## src/hdl/upc_pkg.sv

```systemverilog
// Package: shared types, character constants and helpers for the URL percent codec.
`timescale 1ns / 1ps
`default_nettype none

package upc_pkg;

   // Most result bytes one input byte can produce
   localparam int unsigned SLOTS   = 3;
   localparam int unsigned COUNT_W = 2;
   localparam int unsigned CSR_INDEX_W = 2;

   // Register indexes on the csr channel
   localparam logic [CSR_INDEX_W-1:0] REG_DECODE_MODE = 2'd0;
   localparam logic [CSR_INDEX_W-1:0] REG_UPPER_HEX   = 2'd1;

   localparam logic [7:0] CHAR_PERCENT    = 8'h25;
   localparam logic [7:0] CHAR_PLUS       = 8'h2B;
   localparam logic [7:0] CHAR_SPACE      = 8'h20;
   localparam logic [7:0] CHAR_DOT        = 8'h2E;
   localparam logic [7:0] CHAR_DASH       = 8'h2D;
   localparam logic [7:0] CHAR_UNDERSCORE = 8'h5F;
   localparam logic [7:0] CHAR_TILDE      = 8'h7E;

   typedef struct packed {
      logic [7:0] data;
      logic       last;
      logic       bad;
   } result_type;

   // Up to three results for one input byte; count is how many are used
   typedef struct packed {
      result_type [SLOTS-1:0] slot;
      logic [COUNT_W-1:0]     count;
   } bundle_type;

   function automatic logic is_digit(input logic [7:0] x);
      return (x >= 8'h30) && (x <= 8'h39);
   endfunction

   function automatic logic is_hex(input logic [7:0] x);
      return is_digit(x) || ((x >= 8'h41) && (x <= 8'h46)) ||
             ((x >= 8'h61) && (x <= 8'h66));
   endfunction

   // Only meaningful for hex characters
   function automatic logic [3:0] hex_value(input logic [7:0] x);
      return is_digit(x) ? x[3:0] : 4'(x[3:0] + 4'd9);
   endfunction

   function automatic logic [7:0] hex_char(input logic [3:0] nib, input logic upper);
      logic [7:0] base;
      base = upper ? 8'h37 : 8'h57;
      return (nib < 4'd10) ? {4'h3, nib} : 8'(base + {4'h0, nib});
   endfunction

   function automatic logic passes_plain(input logic [7:0] x);
      return is_digit(x) || ((x >= 8'h41) && (x <= 8'h5A)) ||
             ((x >= 8'h61) && (x <= 8'h7A)) || (x == CHAR_DOT) ||
             (x == CHAR_DASH) || (x == CHAR_UNDERSCORE) || (x == CHAR_TILDE);
   endfunction

   // Plain decode: '%' opens an escape and emits nothing, '+' becomes space
   function automatic logic plain_emits(input logic [7:0] x);
      return x != CHAR_PERCENT;
   endfunction

   function automatic logic [7:0] plain_byte(input logic [7:0] x);
      return (x == CHAR_PLUS) ? CHAR_SPACE : x;
   endfunction

endpackage

`default_nettype wire

```

## src/hdl/upc_front.sv

```systemverilog
// Front end: config registers, escape tracking and per-byte result bundling.
`timescale 1ns / 1ps
`default_nettype none

module upc_front (
   input  wire logic                                clock,
   input  wire logic                                reset,
   input  wire logic                                req_push,
   output logic                                     req_full,
   input  wire logic [7:0]                          req_in_byte,
   input  wire logic                                req_in_last,
   input  wire logic                                csr_valid,
   output logic                                     csr_ready,
   input  wire logic [upc_pkg::CSR_INDEX_W-1:0]     csr_index,
   input  wire logic                                csr_data,
   input  wire logic                                q_full,
   output logic                                     q_push,
   output upc_pkg::bundle_type                      q_bundle
);

   localparam logic [1:0] PH_NONE    = 2'd0;
   localparam logic [1:0] PH_PERCENT = 2'd1;
   localparam logic [1:0] PH_DIGIT   = 2'd2;

   logic       decode_ff, upper_ff;
   logic [1:0] phase_ff, phase_in;
   logic [7:0] held_ff, held_in;
   logic       accept;

   upc_pkg::result_type       slot_c [upc_pkg::SLOTS];
   logic [upc_pkg::COUNT_W-1:0] n_c;

   assign csr_ready = 1'b1;
   assign req_full  = q_full;
   assign accept    = req_push && !q_full;

   always_ff @(posedge clock) begin
      if (reset) begin
         decode_ff <= 1'b0;
         upper_ff  <= 1'b1;
      end else if (csr_valid) begin
         if (csr_index == upc_pkg::REG_DECODE_MODE) decode_ff <= csr_data;
         if (csr_index == upc_pkg::REG_UPPER_HEX)   upper_ff  <= csr_data;
      end
   end

   always_comb begin
      for (int i = 0; i < upc_pkg::SLOTS; i++) slot_c[i] = '0;
      n_c      = '0;
      phase_in = PH_NONE;
      held_in  = held_ff;
      if (!decode_ff) begin
         if (upc_pkg::passes_plain(req_in_byte)) begin
            slot_c[0].data = req_in_byte;
            n_c = 2'd1;
         end else begin
            slot_c[0].data = upc_pkg::CHAR_PERCENT;
            slot_c[1].data = upc_pkg::hex_char(req_in_byte[7:4], upper_ff);
            slot_c[2].data = upc_pkg::hex_char(req_in_byte[3:0], upper_ff);
            n_c = 2'd3;
         end
      end else begin
         case (phase_ff)
            PH_PERCENT: begin
               if (upc_pkg::is_hex(req_in_byte)) begin
                  held_in  = req_in_byte;
                  phase_in = PH_DIGIT;
               end else begin
                  slot_c[0].data = upc_pkg::CHAR_PERCENT;
                  slot_c[0].bad  = 1'b1;
                  n_c = 2'd1;
                  if (upc_pkg::plain_emits(req_in_byte)) begin
                     slot_c[1].data = upc_pkg::plain_byte(req_in_byte);
                     n_c = 2'd2;
                  end else begin
                     phase_in = PH_PERCENT;
                  end
               end
            end
            PH_DIGIT: begin
               if (upc_pkg::is_hex(req_in_byte)) begin
                  slot_c[0].data = {upc_pkg::hex_value(held_ff),
                                    upc_pkg::hex_value(req_in_byte)};
                  n_c = 2'd1;
               end else begin
                  // held digit is always hex, so it passes through as itself
                  slot_c[0].data = upc_pkg::CHAR_PERCENT;
                  slot_c[0].bad  = 1'b1;
                  slot_c[1].data = held_ff;
                  n_c = 2'd2;
                  if (upc_pkg::plain_emits(req_in_byte)) begin
                     slot_c[2].data = upc_pkg::plain_byte(req_in_byte);
                     n_c = 2'd3;
                  end else begin
                     phase_in = PH_PERCENT;
                  end
               end
            end
            default: begin
               if (upc_pkg::plain_emits(req_in_byte)) begin
                  slot_c[0].data = upc_pkg::plain_byte(req_in_byte);
                  n_c = 2'd1;
               end else begin
                  phase_in = PH_PERCENT;
               end
            end
         endcase
         // end of string flushes any pending escape
         if (req_in_last) begin
            if (phase_in == PH_PERCENT || phase_in == PH_DIGIT) begin
               slot_c[n_c].data = upc_pkg::CHAR_PERCENT;
               slot_c[n_c].bad  = 1'b1;
               n_c = 2'(n_c + 2'd1);
            end
            if (phase_in == PH_DIGIT) begin
               slot_c[n_c].data = held_in;
               n_c = 2'(n_c + 2'd1);
            end
            phase_in = PH_NONE;
         end
      end
      if (req_in_last && n_c != 2'd0) slot_c[2'(n_c - 2'd1)].last = 1'b1;
   end

   always_ff @(posedge clock) begin
      if (reset) begin
         phase_ff <= PH_NONE;
         held_ff  <= '0;
      end else if (accept) begin
         phase_ff <= phase_in;
         held_ff  <= held_in;
      end
   end

   assign q_push = accept && (n_c != 2'd0);

   always_comb begin
      for (int i = 0; i < upc_pkg::SLOTS; i++) q_bundle.slot[i] = slot_c[i];
      q_bundle.count = n_c;
   end

endmodule

`default_nettype wire

```

## src/hdl/upc_queue.sv

```systemverilog
// Short bundle queue between front and back ends.
`timescale 1ns / 1ps
`default_nettype none

module upc_queue #(
   parameter int unsigned DEPTH = 4
) (
   input  wire logic                clock,
   input  wire logic                reset,
   input  wire logic                push,
   input  upc_pkg::bundle_type      push_bundle,
   output logic                     full,
   input  wire logic                pop,
   output upc_pkg::bundle_type      head,
   output logic                     empty
);

   localparam int unsigned PTR_W = $clog2(DEPTH);
   localparam int unsigned CNT_W = $clog2(DEPTH + 1);

   upc_pkg::bundle_type store [DEPTH];

   logic [PTR_W-1:0] wr_ptr_ff, wr_ptr_in, rd_ptr_ff, rd_ptr_in;
   logic [CNT_W-1:0] count_ff, count_in;
   logic             do_push, do_pop;

   assign full    = (count_ff == CNT_W'(DEPTH));
   assign empty   = (count_ff == '0);
   assign do_push = push && !full;
   assign do_pop  = pop && !empty;
   assign head    = store[rd_ptr_ff];

   always_comb begin
      wr_ptr_in = wr_ptr_ff;
      rd_ptr_in = rd_ptr_ff;
      count_in  = count_ff;
      if (do_push) wr_ptr_in = (wr_ptr_ff == PTR_W'(DEPTH - 1)) ? '0 : PTR_W'(wr_ptr_ff + 1'b1);
      if (do_pop)  rd_ptr_in = (rd_ptr_ff == PTR_W'(DEPTH - 1)) ? '0 : PTR_W'(rd_ptr_ff + 1'b1);
      if (do_push && !do_pop)      count_in = CNT_W'(count_ff + 1'b1);
      else if (do_pop && !do_push) count_in = CNT_W'(count_ff - 1'b1);
   end

   always_ff @(posedge clock) begin
      if (do_push) store[wr_ptr_ff] <= push_bundle;
   end

   always_ff @(posedge clock) begin
      if (reset) begin
         wr_ptr_ff <= '0;
         rd_ptr_ff <= '0;
         count_ff  <= '0;
      end else begin
         wr_ptr_ff <= wr_ptr_in;
         rd_ptr_ff <= rd_ptr_in;
         count_ff  <= count_in;
      end
   end

endmodule

`default_nettype wire

```

## src/hdl/upc_back.sv

```systemverilog
// Back end: bundles enter the result register one byte per unstalled cycle.
`timescale 1ns / 1ps
`default_nettype none

module upc_back (
   input  wire logic            clock,
   input  wire logic            reset,
   input  upc_pkg::bundle_type  head,
   input  wire logic            q_empty,
   output logic                 q_pop,
   output logic                 rsp_empty,
   input  wire logic            rsp_pop,
   output logic [7:0]           rsp_out_byte,
   output logic                 rsp_out_last,
   output logic                 rsp_bad_escape
);

   logic [upc_pkg::COUNT_W-1:0] idx_ff, idx_in;
   logic                        valid_ff, valid_in;
   upc_pkg::result_type         out_ff, out_in;
   logic                        load, at_end;

   assign load   = !q_empty && (!valid_ff || rsp_pop);
   assign at_end = (idx_ff == upc_pkg::COUNT_W'(head.count - 1'b1));
   assign q_pop  = load && at_end;

   always_comb begin
      idx_in   = idx_ff;
      valid_in = valid_ff;
      out_in   = out_ff;
      if (load) begin
         out_in   = head.slot[idx_ff];
         valid_in = 1'b1;
         idx_in   = at_end ? '0 : upc_pkg::COUNT_W'(idx_ff + 1'b1);
      end else if (rsp_pop) begin
         valid_in = 1'b0;
      end
   end

   always_ff @(posedge clock) begin
      if (reset) begin
         idx_ff   <= '0;
         valid_ff <= 1'b0;
      end else begin
         idx_ff   <= idx_in;
         valid_ff <= valid_in;
      end
   end

   always_ff @(posedge clock) begin
      out_ff <= out_in;
   end

   assign rsp_empty      = !valid_ff;
   assign rsp_out_byte   = out_ff.data;
   assign rsp_out_last   = out_ff.last;
   assign rsp_bad_escape = out_ff.bad;

endmodule

`default_nettype wire

```

## src/hdl/url_percent_codec_unit.sv

```systemverilog
// Top level of the streaming URL percent encoder / decoder.
// Usage:
//   req_ channel (queue style): drive req_in_byte/req_in_last and raise req_push;
//   the byte transfers on a clock edge with req_push high and req_full low.
//   rsp_ channel: while rsp_empty is low the oldest result sits on rsp_out_byte,
//   rsp_out_last and rsp_bad_escape; it transfers on an edge with rsp_pop high.
//   csr_ channel: csr_index 0 = decode_mode, 1 = upper_hex, value in csr_data;
//   csr_ready is always high. Write only while the codec is idle.
// Timing:
//   The first result of a byte is on the rsp_ ports right after the edge that
//   follows its transfer unless bundles wait ahead or the result stalls; the
//   others follow one per cycle while rsp_pop is high. Input bytes are taken
//   every cycle while the bundle queue has room; the output side moves one
//   byte per cycle while popped, so an encoded byte that expands to '%hh'
//   needs three outputs; the single-byte result register sets the sustained rate.
// Reset: queue and result register empty, no escape pending, encode mode,
//   uppercase hex.
// Backpressure: when rsp_pop stays low the result holds, the queue fills
//   (QUEUE_DEPTH bundles) and req_full rises; nothing is dropped.
`timescale 1ns / 1ps
`default_nettype none

module url_percent_codec_unit #(
   parameter int unsigned QUEUE_DEPTH = 4
) (
   input  wire logic                              clock,
   input  wire logic                              reset,
   input  wire logic                              req_push,
   output logic                                   req_full,
   input  wire logic [7:0]                        req_in_byte,
   input  wire logic                              req_in_last,
   output logic                                   rsp_empty,
   input  wire logic                              rsp_pop,
   output logic [7:0]                             rsp_out_byte,
   output logic                                   rsp_out_last,
   output logic                                   rsp_bad_escape,
   input  wire logic                              csr_valid,
   output logic                                   csr_ready,
   input  wire logic [upc_pkg::CSR_INDEX_W-1:0]   csr_index,
   input  wire logic                              csr_data
);

   // front -> queue -> back
   upc_pkg::bundle_type push_bundle, head;
   logic q_push, q_full, q_pop, q_empty;

   upc_front u_front (
      .clock       (clock),
      .reset       (reset),
      .req_push    (req_push),
      .req_full    (req_full),
      .req_in_byte (req_in_byte),
      .req_in_last (req_in_last),
      .csr_valid   (csr_valid),
      .csr_ready   (csr_ready),
      .csr_index   (csr_index),
      .csr_data    (csr_data),
      .q_full      (q_full),
      .q_push      (q_push),
      .q_bundle    (push_bundle)
   );

   upc_queue #(.DEPTH(QUEUE_DEPTH)) u_queue (
      .clock       (clock),
      .reset       (reset),
      .push        (q_push),
      .push_bundle (push_bundle),
      .full        (q_full),
      .pop         (q_pop),
      .head        (head),
      .empty       (q_empty)
   );

   upc_back u_back (
      .clock          (clock),
      .reset          (reset),
      .head           (head),
      .q_empty        (q_empty),
      .q_pop          (q_pop),
      .rsp_empty      (rsp_empty),
      .rsp_pop        (rsp_pop),
      .rsp_out_byte   (rsp_out_byte),
      .rsp_out_last   (rsp_out_last),
      .rsp_bad_escape (rsp_bad_escape)
   );

endmodule

`default_nettype wire

```

## config.mk

```make
export PLATFORM = sky130hd
export DESIGN_NAME = url_percent_codec_unit
export DESIGN_NICKNAME = d
export VERILOG_FILES = /design/src/hdl/upc_pkg.sv /design/src/hdl/upc_front.sv /design/src/hdl/upc_queue.sv /design/src/hdl/upc_back.sv /design/src/hdl/url_percent_codec_unit.sv
export SDC_FILE = /design/constraint.sdc
export NUM_CORES = 1
export LEC_CHECK = 0
export BUFFER_PORTS_ARGS = -buffer_cell sky130_fd_sc_hd__clkbuf_2
export CAP_MARGIN = 0
export CORE_AREA = 2 2 116 118
export CTS_BUF_LIST = sky130_fd_sc_hd__clkbuf_8
export CTS_CLUSTER_SIZE = 12
export DETAILED_ROUTE_END_ITERATION = 8
export DIE_AREA = 0 0 118 120
export PLACE_DENSITY = 0.87
export SLEW_MARGIN = 20
export SYNTH_ARGS = -nofsm -noshare
export SYNTH_HDL_FRONTEND = slang
export SYNTH_SLANG_ARGS = --single-unit
```

## constraint.sdc

```tcl
create_clock -name clock -period 6.5 [get_ports clock]
set_input_delay 0.975 -clock clock [delete_from_list [all_inputs] [get_ports clock]]
set_output_delay 0.975 -clock clock [all_outputs]
set_load 0.01 [all_outputs]
```

== After elaboration in Yosys (flattened, before gate mapping) ==
Memories as Yosys holds them, arrays and structs flattened. A register that Yosys moved wholly into a read port is not among the register bits.
Cells that the tools add are included.

* Register bits: 32
* RAM bits: 128
* Bits of input ports: 17
* Output and inout port bits: 13
* Word-level logic and storage cells: 186
* Memories: 1

{| class="wikitable"
|+ Memory list
! name !! depth !! bits a word !! rd ports !! clocked after Yosys merged registers in !! write ports !! RTL line !! text
|-
| u_queue.store || 4 || 32 || 1 || 1 || 1 || upc_queue.sv:21 || <nowiki>upc_pkg::bundle_type store [DEPTH];</nowiki>
|}

* $add $sub $neg: 13
* $lt $le $gt $ge: 19
* Eq/ne operators: 15
* Mux-type cells: 82
* Bitwise logic cells: 3
* Reductions and logical operators: 41

{| class="wikitable"
|+ Operators with widths
! kind !! number
|-
| $mux W30 || 6
|-
| $mux W8 || 18
|-
| $bwmux W30 || 4
|-
| $demux W10 S2 || 4
|-
| $mux W2 || 25
|-
| $le A8 B7 Y1 const B || 4
|-
| $mux W10 || 3
|-
| $mux W9 || 3
|-
| $eq A8 B6 Y1 const B || 3
|-
| $bmux W10 S2 || 1
|-
| $logic_and A1 B1 Y1 || 18
|-
| $pmux W9 S2 || 1
|-
| $add A8 B4 Y8 || 2
|-
| $eq A8 B7 Y1 const B || 2
|-
| $ge A8 B6 Y1 const B || 2
|-
| $ge A8 B7 Y1 const B || 2
|-
| $le A8 B6 Y1 const B || 2
|-
| $pmux W8 S2 || 1
|-
| $add A2 B1 Y2 const B || 5
|-
| $logic_or A1 B1 Y1 || 10
|-
| $ge A3 B3 Y1 const B || 3
|-
| $lt A3 B1 Y1 const B || 3
|-
| $not A2 Y3 || 3
|-
| $add A4 B4 Y4 const B || 2
|-
| 21 further kinds || 46
|}

== Longest topological paths before layout ==
Gate-level depths: netlist of run 1.

* Depth after elaboration: 24
* Depth in mapped cells: 21
* Gate-level depth less buffers: 19

== Hierarchy ==
From an unflattened synthesis of run 1, not the netlist that was laid out.

* Cells, all modules: 665
* Area total of the unflattened synthesis: 8406.8 sq um

{| class="wikitable"
|+ Modules (own cells, without submodules)
! module !! times used !! cells an instance !! area an instance (sq um) !! seq. area each (sq um)
|-
| upc_queue || 1 || 217 || 5098.6 || 4023.9
|-
| upc_front || 1 || 381 || 2606.2 || 240.2
|-
| upc_back || 1 || 67 || 701.9 || 360.3
|}

== Worst setup path after synthesis of run 1 ==
Ideal clock, no wire load.

* Path type: input -> register
* From: input req_in_byte[1]
* To: register u_queue.count_ff[2]
* Library setup time: 71 ps
* Arrival: 4961 ps
* Data required time: 6429 ps
* Path slack: 1469 ps
* Stages: 20
* Buffers on the path: 1
* Path through: clkbuf_1 inv_1 ha_1 nor4b_2 o32a_1 nor3_1 nor3_1 o21ai_0 ha_1 o21ai_0 o31ai_1 nand4b_1 o2111a_2 a31oi_4 ha_1 inv_1 fa_1 xor2_1 or3_1 a21oi_1

* Longest elaborated chain between the ends: 22
* Elaborated cells between the ends (all ways): 58
* Classes of those cells: add/sub: 2; order compare: 8; eq/ne: 7; mux: 20; reduce/logical: 21

{| class="wikitable"
|+ Ends and longest elaborated chain
! what !! RTL line !! text
|-
| start: declaration || url_percent_codec_unit.sv:30 || <nowiki>input wire logic [7:0] req_in_byte,</nowiki>
|-
| parallel branches: the longest is 15 deep, another holds $ge A8 B6 Y1 || - ||
|-
| $mux W2 (*) || upc_front.sv:52 || <nowiki>if (!decode_ff) begin</nowiki>
|-
| $reduce_bool A2 Y1 (*) || upc_front.sv:135 || <nowiki>assign q_push = accept && (n_c != 2'd0);</nowiki>
|-
| $logic_and A1 B1 Y1 (*) || upc_front.sv:135 ||
|-
| $logic_and A1 B1 Y1 (*) || upc_queue.sv:29 || <nowiki>assign do_push = push && !full;</nowiki>
|-
| via u_queue.do_push || upc_queue.sv:25 || <nowiki>logic do_push, do_pop;</nowiki>
|-
| $logic_not A1 Y1 || upc_queue.sv:40 || <nowiki>else if (do_pop && !do_push) count_in = CNT_W'(count_ff - 1'b1);</nowiki>
|-
| $logic_and A1 B1 Y1 || upc_queue.sv:40 ||
|-
| $reduce_bool A2 Y1 (no line) || - ||
|-
| end signal: assignment || upc_queue.sv:55 || <nowiki>count_ff <= count_in;</nowiki>
|-
| end: declaration || upc_queue.sv:24 || <nowiki>logic [CNT_W-1:0] count_ff, count_in;</nowiki>
|}

Mark *: on every way through the listed nets, which the timed path passes. The select of a mux whose other input is x is not followed.
A chain may end at the register's enable or synchronous reset.

== Worst setup path in the final report of run 1 ==
Ends and elaborated chain as after synthesis.

==> results of run 1 <==
-- synthesized netlist by cell type, drive strengths merged (3+ instances only) --
master and n:
xnor2 6, a31oi 8, a32oi 5, a22oi 11, mux2i 25, dfxtp 24
nor3 11, and2 7, or2 3, or3 3, edfxtp 138, and3 4
nor4 4, nand3b 3, a22o 3, ha 24, nand2b 8, o22ai 12
buf 16, nor2 37, a211o 3, nor3b 6, a21oi 29, o31ai 4
inv 34, nor2b 5, o21ai 40, clkbuf 19, o21bai 3, mux4 32
xor2 5, nand2 33, nand3 15
-- layer usage --
layer / vias up / track usage [%] / routed length (um)
li1: 2385 / - / -
met1: 2625 / 37.4 / 7500
met2: 315 / 44.5 / 9050
met3: 43 / 5.66 / 1430
met4: 0 / 9.71 / 601
met5: - / 0 / 0
-- registers in the layout (all words and copies together), names as in the netlist, named ones only --
signal	cells
u_back.idx_ff	2
u_back.rsp_bad_escape	1
u_back.rsp_out_byte	8
u_back.rsp_out_last	1
u_back.valid_ff	1
u_front.decode_ff	1
u_front.held_ff	8
u_front.phase_ff	2
u_front.upper_ff	1
u_queue.count_ff	3
u_queue.rd_ptr_ff	2
u_queue.store	128
u_queue.wr_ptr_ff	2
-- final timing paths --
check	endpoint	slack (ns)	cells after the start
worst min-delay path	u_front.phase_ff[0]	0.49	2
worst max register to register	u_queue.count_ff[2]	2.16	16
worst min register to register	u_front.phase_ff[0]	0.49	2
worst max-delay path	u_queue.count_ff[2]	1.10	20
-- final cells by class --
cell class,count,area (sq um)
inverter,35,134
fill,914,4210
clock buffer,17,234
multi-input combinational,378,3120
tap,176,220
timing repair buffer,38,215
clock inverter,15,218
sequential,162,4630
-- power by group through the flow --
stage	clock network [W]	registers, W	logic [W]
6_report	0.000821	0.00138	0.000716
5_1_grt	0.000871	0.00140	0.000778
4_1_cts	0.000829	0.00139	0.000723
3_5_place_dp	0	0.00141	0.000718
3_3_place_gp	0	0.00139	0.000690
2_1_floorplan	0	0.00139	0.000511
-- critical path, cell delays in order --
cell and delay [ns]:
clkbuf_2 0.32, inv_1 0.16, ha_1 0.28, nor4b_2 0.38
o32a_1 0.29, nor3_1 0.13, nor3_1 0.34, o21ai_0 0.25
ha_1 0.47, o21ai_0 0.12, o31ai_1 0.09, nand4b_1 0.12
o2111a_2 0.22, a31oi_4 0.28, ha_1 0.25, inv_1 0.07
fa_1 0.37, xor2_1 0.16, or3_1 0.32, a21oi_1 0.16
-- metrics by stage --
| step | total power, W | hold slack (ns) | util, % | setup slack (ns) |
|---|---|---|---|---|
| after floorplan | 0.00190 | 0.445 | - | 1.47 |
| after global placement | 0.00208 | 0.453 | 64.1 | 0.987 |
| after detailed placement | 0.00213 | 0.487 | 64.1 | 0.740 |
| after CTS | 0.00294 | 0.501 | 67.6 | 1.20 |
| after global routing | 0.00305 | 0.520 | 67.6 | 0.854 |
| final | 0.00292 | 0.493 | 67.6 | 1.10 |
-- cell families after synthesis --
group / synth area share [%]
flip-flops: 57.6
AND/OR/NAND/NOR: 9.39
AO/OA/AOI/OAI: 11.9
buffers and inverters: 3.64
multiplexers: 12.3
adder cells (fa/ha/maj): 3.99
XOR/XNOR: 1.20
other: 0.0467
==> results.md, run 1 <==
| Quantity | Value | Unit |
| --- | --- | --- |
| Placement row count | 42 | - |
| Layout area overhead | 9.16 | % |
| Maximum clock frequency | 185 | MHz |
| Clk network pwr share | 28.1 | % |
| Primary FF master, synth | edfxtp_1 | - |
| Critical path launch point type | input port | - |
| Mapped Nets | 652 | - |
| Number of antenna violations at the first check in global routing | 0 | - |
| Final net count | 674 | - |
| Core Footprint | 13000 | sq um |
| Die H | 120 | um |
| DP Cell Count | 789 | - |
| Via count of the first global-routing pass | 5204 | - |
| Peak VDD IR | 180 | uV |
| CP Capture Type | register | - |
| Min Clock Period, post-route | 5.40 | ns |
| Largest fanout on the critical path | 18 | - |
| Total negative slack for setup checks | 0 | ns |
| Warnings from Yosys | 0 | - |
| Final setup violation count | 0 | - |
| Unrepaired setup endpoints after global routing | false | - |
| Share of final-layout standard cells stronger than drive strength 1 | 18.9 | % |
| Distinct cell type count after synthesis | 73 | - |
| Final Instance Area | 8770 | sq um |
| Net switching power | 0.000863 | W |
| Via count | 5368 | - |
| Status | finished, final reports clean | - |
| Critical path startpoint | req_in_byte[1] | - |
| Total CTS buffers | 17 | - |
| Average wire length per cell after detail routing | 22.6 | um |
| Sequential fraction of the synthesis area | 57.6 | % |
| Type of the worst min-delay path | register to register | - |
| Remaining routing DRC violations | 0 | - |
| Leakage power | 2.99 | nW |
| Total setup buffers inserted after CTS | 0 | - |
| Total count of hold-check failures in the final report | 0 | - |
| Power share of the combinational group | 24.5 | % |
| Final clock period utilization by the worst path | 83.1 | % |
| CTS tree | built | - |
| Slew at the pin closest to its max-slew limit | 0.912 | ns |
| Count of maximum capacitance violations | 0 | - |
| Total congestion overflow after global routing | 0 | - |
| Sequential share of power | 47.4 | % |
| Switching power share of the total | 29.5 | % |
| Clock-pin transition on the worst setup and hold timing paths | 0.08 | ns |
| Final antenna-violating net count | 0 | - |
| Number of H-tree levels | 4 | - |
| Most frequent cells in the layout | edfxtp_1, o21ai_0, nor2_1, inv_1 | - |
| Overall die width | 118 | um |
| Min-Delay Startpoint | u_front.phase_ff[0] | - |
| Final weighted congestion in routability-driven placement | 1.07 | - |
| Clock tree root driver cell | clkbuf_8 | - |
| CP required | 6.87 | ns |
| Share of synthesized flip-flops with an asynchronous set or reset | 0 | % |
| Crit Reg-Reg Startpoint | u_front.phase_ff[0] | - |
| Max Buffers Root-to-Sink | 2 | - |
| Path type of the worst setup path | input port to register | - |
| Ports placed on the boundary | 30 | - |
| First-pass GRT wire length | 29000 | um |
| Internal Pwr Total | 0.00206 | W |
| Layout Skew | 0.0169 | ns |
| Largest net degree at the start of global routing | 33 | - |
| Via count normalized by instance count | 6.54 | - |
| Leading area contributor after synthesis | edfxtp_1 | - |
| Diodes inserted | 0 | - |
| Floorplan die area | 14200 | sq um |
| GR Util All Layers | 27.5 | % |
| Cells resized by post-CTS repair | 0 | - |
| Violation count after the first detailed-route iteration | 554 | - |
| I/O Buffers | 28 | - |
| EDFF count, synth | 138 | - |
| Slew Viols, Final | 0 | - |
| Clock network latency to the later pin of the worst-skew pair | 0.45 | ns |
| Most common cell after layout, fill and taps aside | edfxtp_1 | - |
| Drt first pass iters | 6 | - |
| Post-Synthesis Cell Area | 8040 | sq um |
| Synth Register Bits | 162 | - |
| Synthesized area per cell | 13.2 | sq um |
| TritonCTS sink count | 162 | - |
| Dpl hpwl | 12700 | um |
| Routed WL | 18600 | um |
| Initial Util | 61.9 | % |
| Count of hold buffers inserted by post-cts repair | 0 | - |
| Fraction of post-synthesis cell area in the top cell type by area | 51.6 | % |
| Area after DPL | 8320 | sq um |
| Top post-synthesis cells by area | edfxtp_1, mux4_2, dfxtp_1, ha_1, mux2i_1 | - |
| Synthesized netlist cell count | 610 | - |
| Finished Layout Cells | 821 | - |
| Crit path arrival time | 5.78 | ns |
| Slew HR | 39.1 | % |
| Pwr/cell area | 333 | nW/um^2 |
(Power assumes the default switching activity.)
==> inputs of run 2 (changes only) <==
- ABC_AREA: default -> 1
- CORE_AREA: 2 2 116 118 -> 2 2 125 127
- DIE_AREA: 0 0 118 120 -> 0 0 127 129
- PLACE_DENSITY: 0.87 -> 0.84
- clock period: 6.5 -> 4.75 ns (I/O delays scaled with it)
==> results.md, run 2 <==
| Quantity | Value | Unit |
| --- | --- | --- |
| Type of the worst min-delay path | register to register | - |
| Mapped Nets | 960 | - |
| Synthesized netlist cell count | 918 | - |
| Final clock period utilization by the worst path | 84.0 | % |
| Initial Util | 57.2 | % |
| Largest fanout on the critical path | 8 | - |
| Status | finished, final reports clean | - |
| Pwr/cell area | 410 | nW/um^2 |
| Die H | 129 | um |
| Final Instance Area | 9390 | sq um |
| Detailed-routed wire length on met3 | 1800 | um |
| Clock tree root driver cell | clkbuf_8 | - |
| Max FFs per register | 128 | - |
| Cells resized by post-CTS repair | 0 | - |
| Clock-pin transition on the worst setup and hold timing paths | 0.09 | ns |
| Path type of the worst setup path | input port to register | - |
| Unrepaired setup endpoints after global routing | false | - |
| Total setup buffers inserted after CTS | 0 | - |
| Total CTS buffers | 17 | - |
| Average wire length per cell after detail routing | 19.3 | um |
| Number of antenna violations at the first check in global routing | 0 | - |
| Pre-CTS worst setup slack | 0.331 | ns |
| Peak VDD IR | 197 | uV |
| Register name with the most flops | u_queue.store | - |
| Final weighted congestion in routability-driven placement | 1.04 | - |
| Synth Register Bits | 162 | - |
| Total congestion overflow after global routing | 0 | - |
| Routed WL | 22100 | um |
| Met1 layer wirelength in the final routing | 9020 | um |
| Dpl hpwl | 15100 | um |
| Synthesized area per cell | 9.33 | sq um |
| Largest net degree at the start of global routing | 59 | - |
| Final net count | 985 | - |
| Count of maximum capacitance violations | 0 | - |
| Layout Skew | 0.0127 | ns |
| Count leader, synth | nand2_1 | - |
| Layout area overhead | 9.64 | % |
| GR Util All Layers | 27.7 | % |
| Final total power | 0.00385 | W |
| Setup slack on the worst flop-to-flop path | 1.00 | ns |
| Share of synthesized flip-flops with an asynchronous set or reset | 0 | % |
| Total count of hold-check failures in the final report | 0 | - |
| Slew HR | 20.4 | % |
| CP delay by family, top | simple AND/OR/NAND/NOR gates | - |
| Via count | 7013 | - |
| Share of final-layout standard cells stronger than drive strength 1 | 13.8 | % |
| Via count of the first global-routing pass | 6500 | - |
| Placement row count | 45 | - |
| DR WL met2 | 10400 | um |
| Combined area of the multi-input logic cells | 3450 | sq um |
| Warnings from Yosys | 0 | - |
| Remaining routing DRC violations | 0 | - |
| Leading area contributor after synthesis | edfxtp_1 | - |
| Combined flip-flop and latch cell area | 4630 | sq um |
| Diodes inserted | 0 | - |
| Final antenna-violating net count | 0 | - |
| Total negative slack for setup checks | 0 | ns |
| Cell with the largest stage delay on the worst path | fa_1 | - |
| Min Clock Period, post-route | 3.99 | ns |
| Max Buffers Root-to-Sink | 2 | - |
| Post-layout worst setup margin | 0.759 | ns |
| Most common cell after layout, fill and taps aside | nand2_1 | - |
| Clock network latency to the later pin of the worst-skew pair | 0.46 | ns |
| Leakage power | 3.66 | nW |
| Most frequent cells in the layout | nand2_1, edfxtp_1, nor2_1, o21ai_0, inv_1 | - |
| Slew at the pin closest to its max-slew limit | 1.19 | ns |
| CTS tree | built | - |
| Slew Viols, Final | 0 | - |
| Area after DPL | 9000 | sq um |
| Count of hold buffers inserted by post-cts repair | 0 | - |
| Drt first pass iters | 5 | - |
| Distinct cell type count after synthesis | 49 | - |
| Sequential fraction of the synthesis area | 54.0 | % |
| Critical path launch point type | input port | - |
| Via count normalized by instance count | 6.13 | - |
| EDFF count, synth | 138 | - |
| Crit path arrival time | 4.35 | ns |
| TritonCTS sink count | 162 | - |
| Maximum clock frequency | 251 | MHz |
| Core Footprint | 15000 | sq um |
| Fin util | 62.7 | % |
| Critical path's largest stage delay | 0.38 | ns |
| Floorplan die area | 16400 | sq um |
| Final setup violation count | 0 | - |
| Number of H-tree levels | 4 | - |
| Leading post-synthesis cells by instance count | nand2_1, edfxtp_1, nor2_1 | - |
| Buffering stage count on the worst path with inverters included | 6 | - |
| Filler cell count in the final layout | 1210 | - |
| First-pass GRT wire length | 34500 | um |
| Post-Synthesis Cell Area | 8560 | sq um |
| Violation count after the first detailed-route iteration | 721 | - |
| Top layer in use | met4 | - |
| Primary FF master, synth | edfxtp_1 | - |
| CP required | 5.10 | ns |
| I/O Buffers | 28 | - |
| Fraction of post-synthesis cell area in the top cell type by area | 48.4 | % |
| Ports placed on the boundary | 30 | - |
| Overall die width | 127 | um |
| Top post-synthesis cells by area | edfxtp_1, nand2_1, o21ai_0, dfxtp_1, nor2_1 | - |
| CP Capture Type | register | - |
run 2: changes by cell type after synthesis, moves of 10 or more:
cell and delta:
mux2i_1 -25, nand3_1 +34, o221ai_1 +19, nand2_1 +130
inv_2 +12, mux4_2 -32, nor2_1 +70, a22oi_1 -10
inv_1 +46, clkbuf_1 +11, o21ai_0 +63, o211ai_1 +10
run 2: layout make-up:
| type | instances | share of cell area (%) |
|---|---|---|
| Clock inverter | 15 | 1.64 |
| Timing Repair Buffer | 47 | 3.54 |
| Multi-Input combinational cell | 620 | 36.7 |
| Sequential cell | 162 | 49.3 |
| Tap cell | 188 | 2.50 |
| Clock buffer | 17 | 2.49 |
| Inverter | 95 | 3.84 |
run 2: final timing paths:
check	from	endpoint	cells after the start
min reg2reg	u_queue.rd_ptr_ff[1]	u_queue.rd_ptr_ff[1]	2
max reg2reg	u_front.phase_ff[0]	u_queue.count_ff[2]	22
min	u_queue.rd_ptr_ff[1]	u_queue.rd_ptr_ff[1]	2
max	req_in_byte[0]	u_queue.count_ff[2]	28
run 2: where the power goes:
part           internal [W]  switching [W]
Combinational      0.000328       0.000673
Sequential          0.00179      0.0000782
Clock              0.000470       0.000511
run 2: kinds of logic (layout without fill, tap and decap cells):
| kind of cell | Yosys count | count (layout) | synth area share [%] |
|---|---|---|---|
| flip-flops | 162 | 162 | 54.0 |
| AO/OA/AOI/OAI | 210 | 210 | 15.0 |
| adder cells (fa/ha/maj) | 25 | 25 | 3.74 |
| XOR/XNOR | 8 | 8 | 0.818 |
| buffers and inverters | 136 | 174 | 6.16 |
| AND/OR/NAND/NOR | 376 | 376 | 20.2 |
| other | 1 | 1 | 0.0438 |
run 2: worst reg2reg max path: stages (launching register included):
cell	delay, ns
dfxtp_1	0.37
inv_1	0.05
ha_1	0.45
clkinv_1	0.10
buf_4	0.20
a21oi_1	0.26
nor2_4	0.07
nand2_4	0.10
clkinv_2	0.09
ha_1	0.32
nand3_2	0.13
nand3_1	0.10
nand2_1	0.11
nand3_2	0.10
nand2_2	0.07
inv_2	0.07
ha_1	0.13
inv_1	0.07
fa_1	0.38
a21oi_1	0.14
o21ai_0	0.11
o21ai_0	0.17
a21oi_1	0.05
run 2: routing by layer:
layer,vias up,global-route usage [%]
li1,3261,-
met1,3284,37.2
met2,382,44.0
met3,86,5.45
met4,0,13.0
met5,-,0
run 2: through the flow:
stage / cells / hold slack [ns]
2_1_floorplan: 918 / 0.437
3_3_place_gp: 1112 / 0.455
3_5_place_dp: 1112 / 0.467
4_1_cts: 1144 / 0.466
5_1_grt: 1144 / 0.477
6_report: 1144 / 0.478
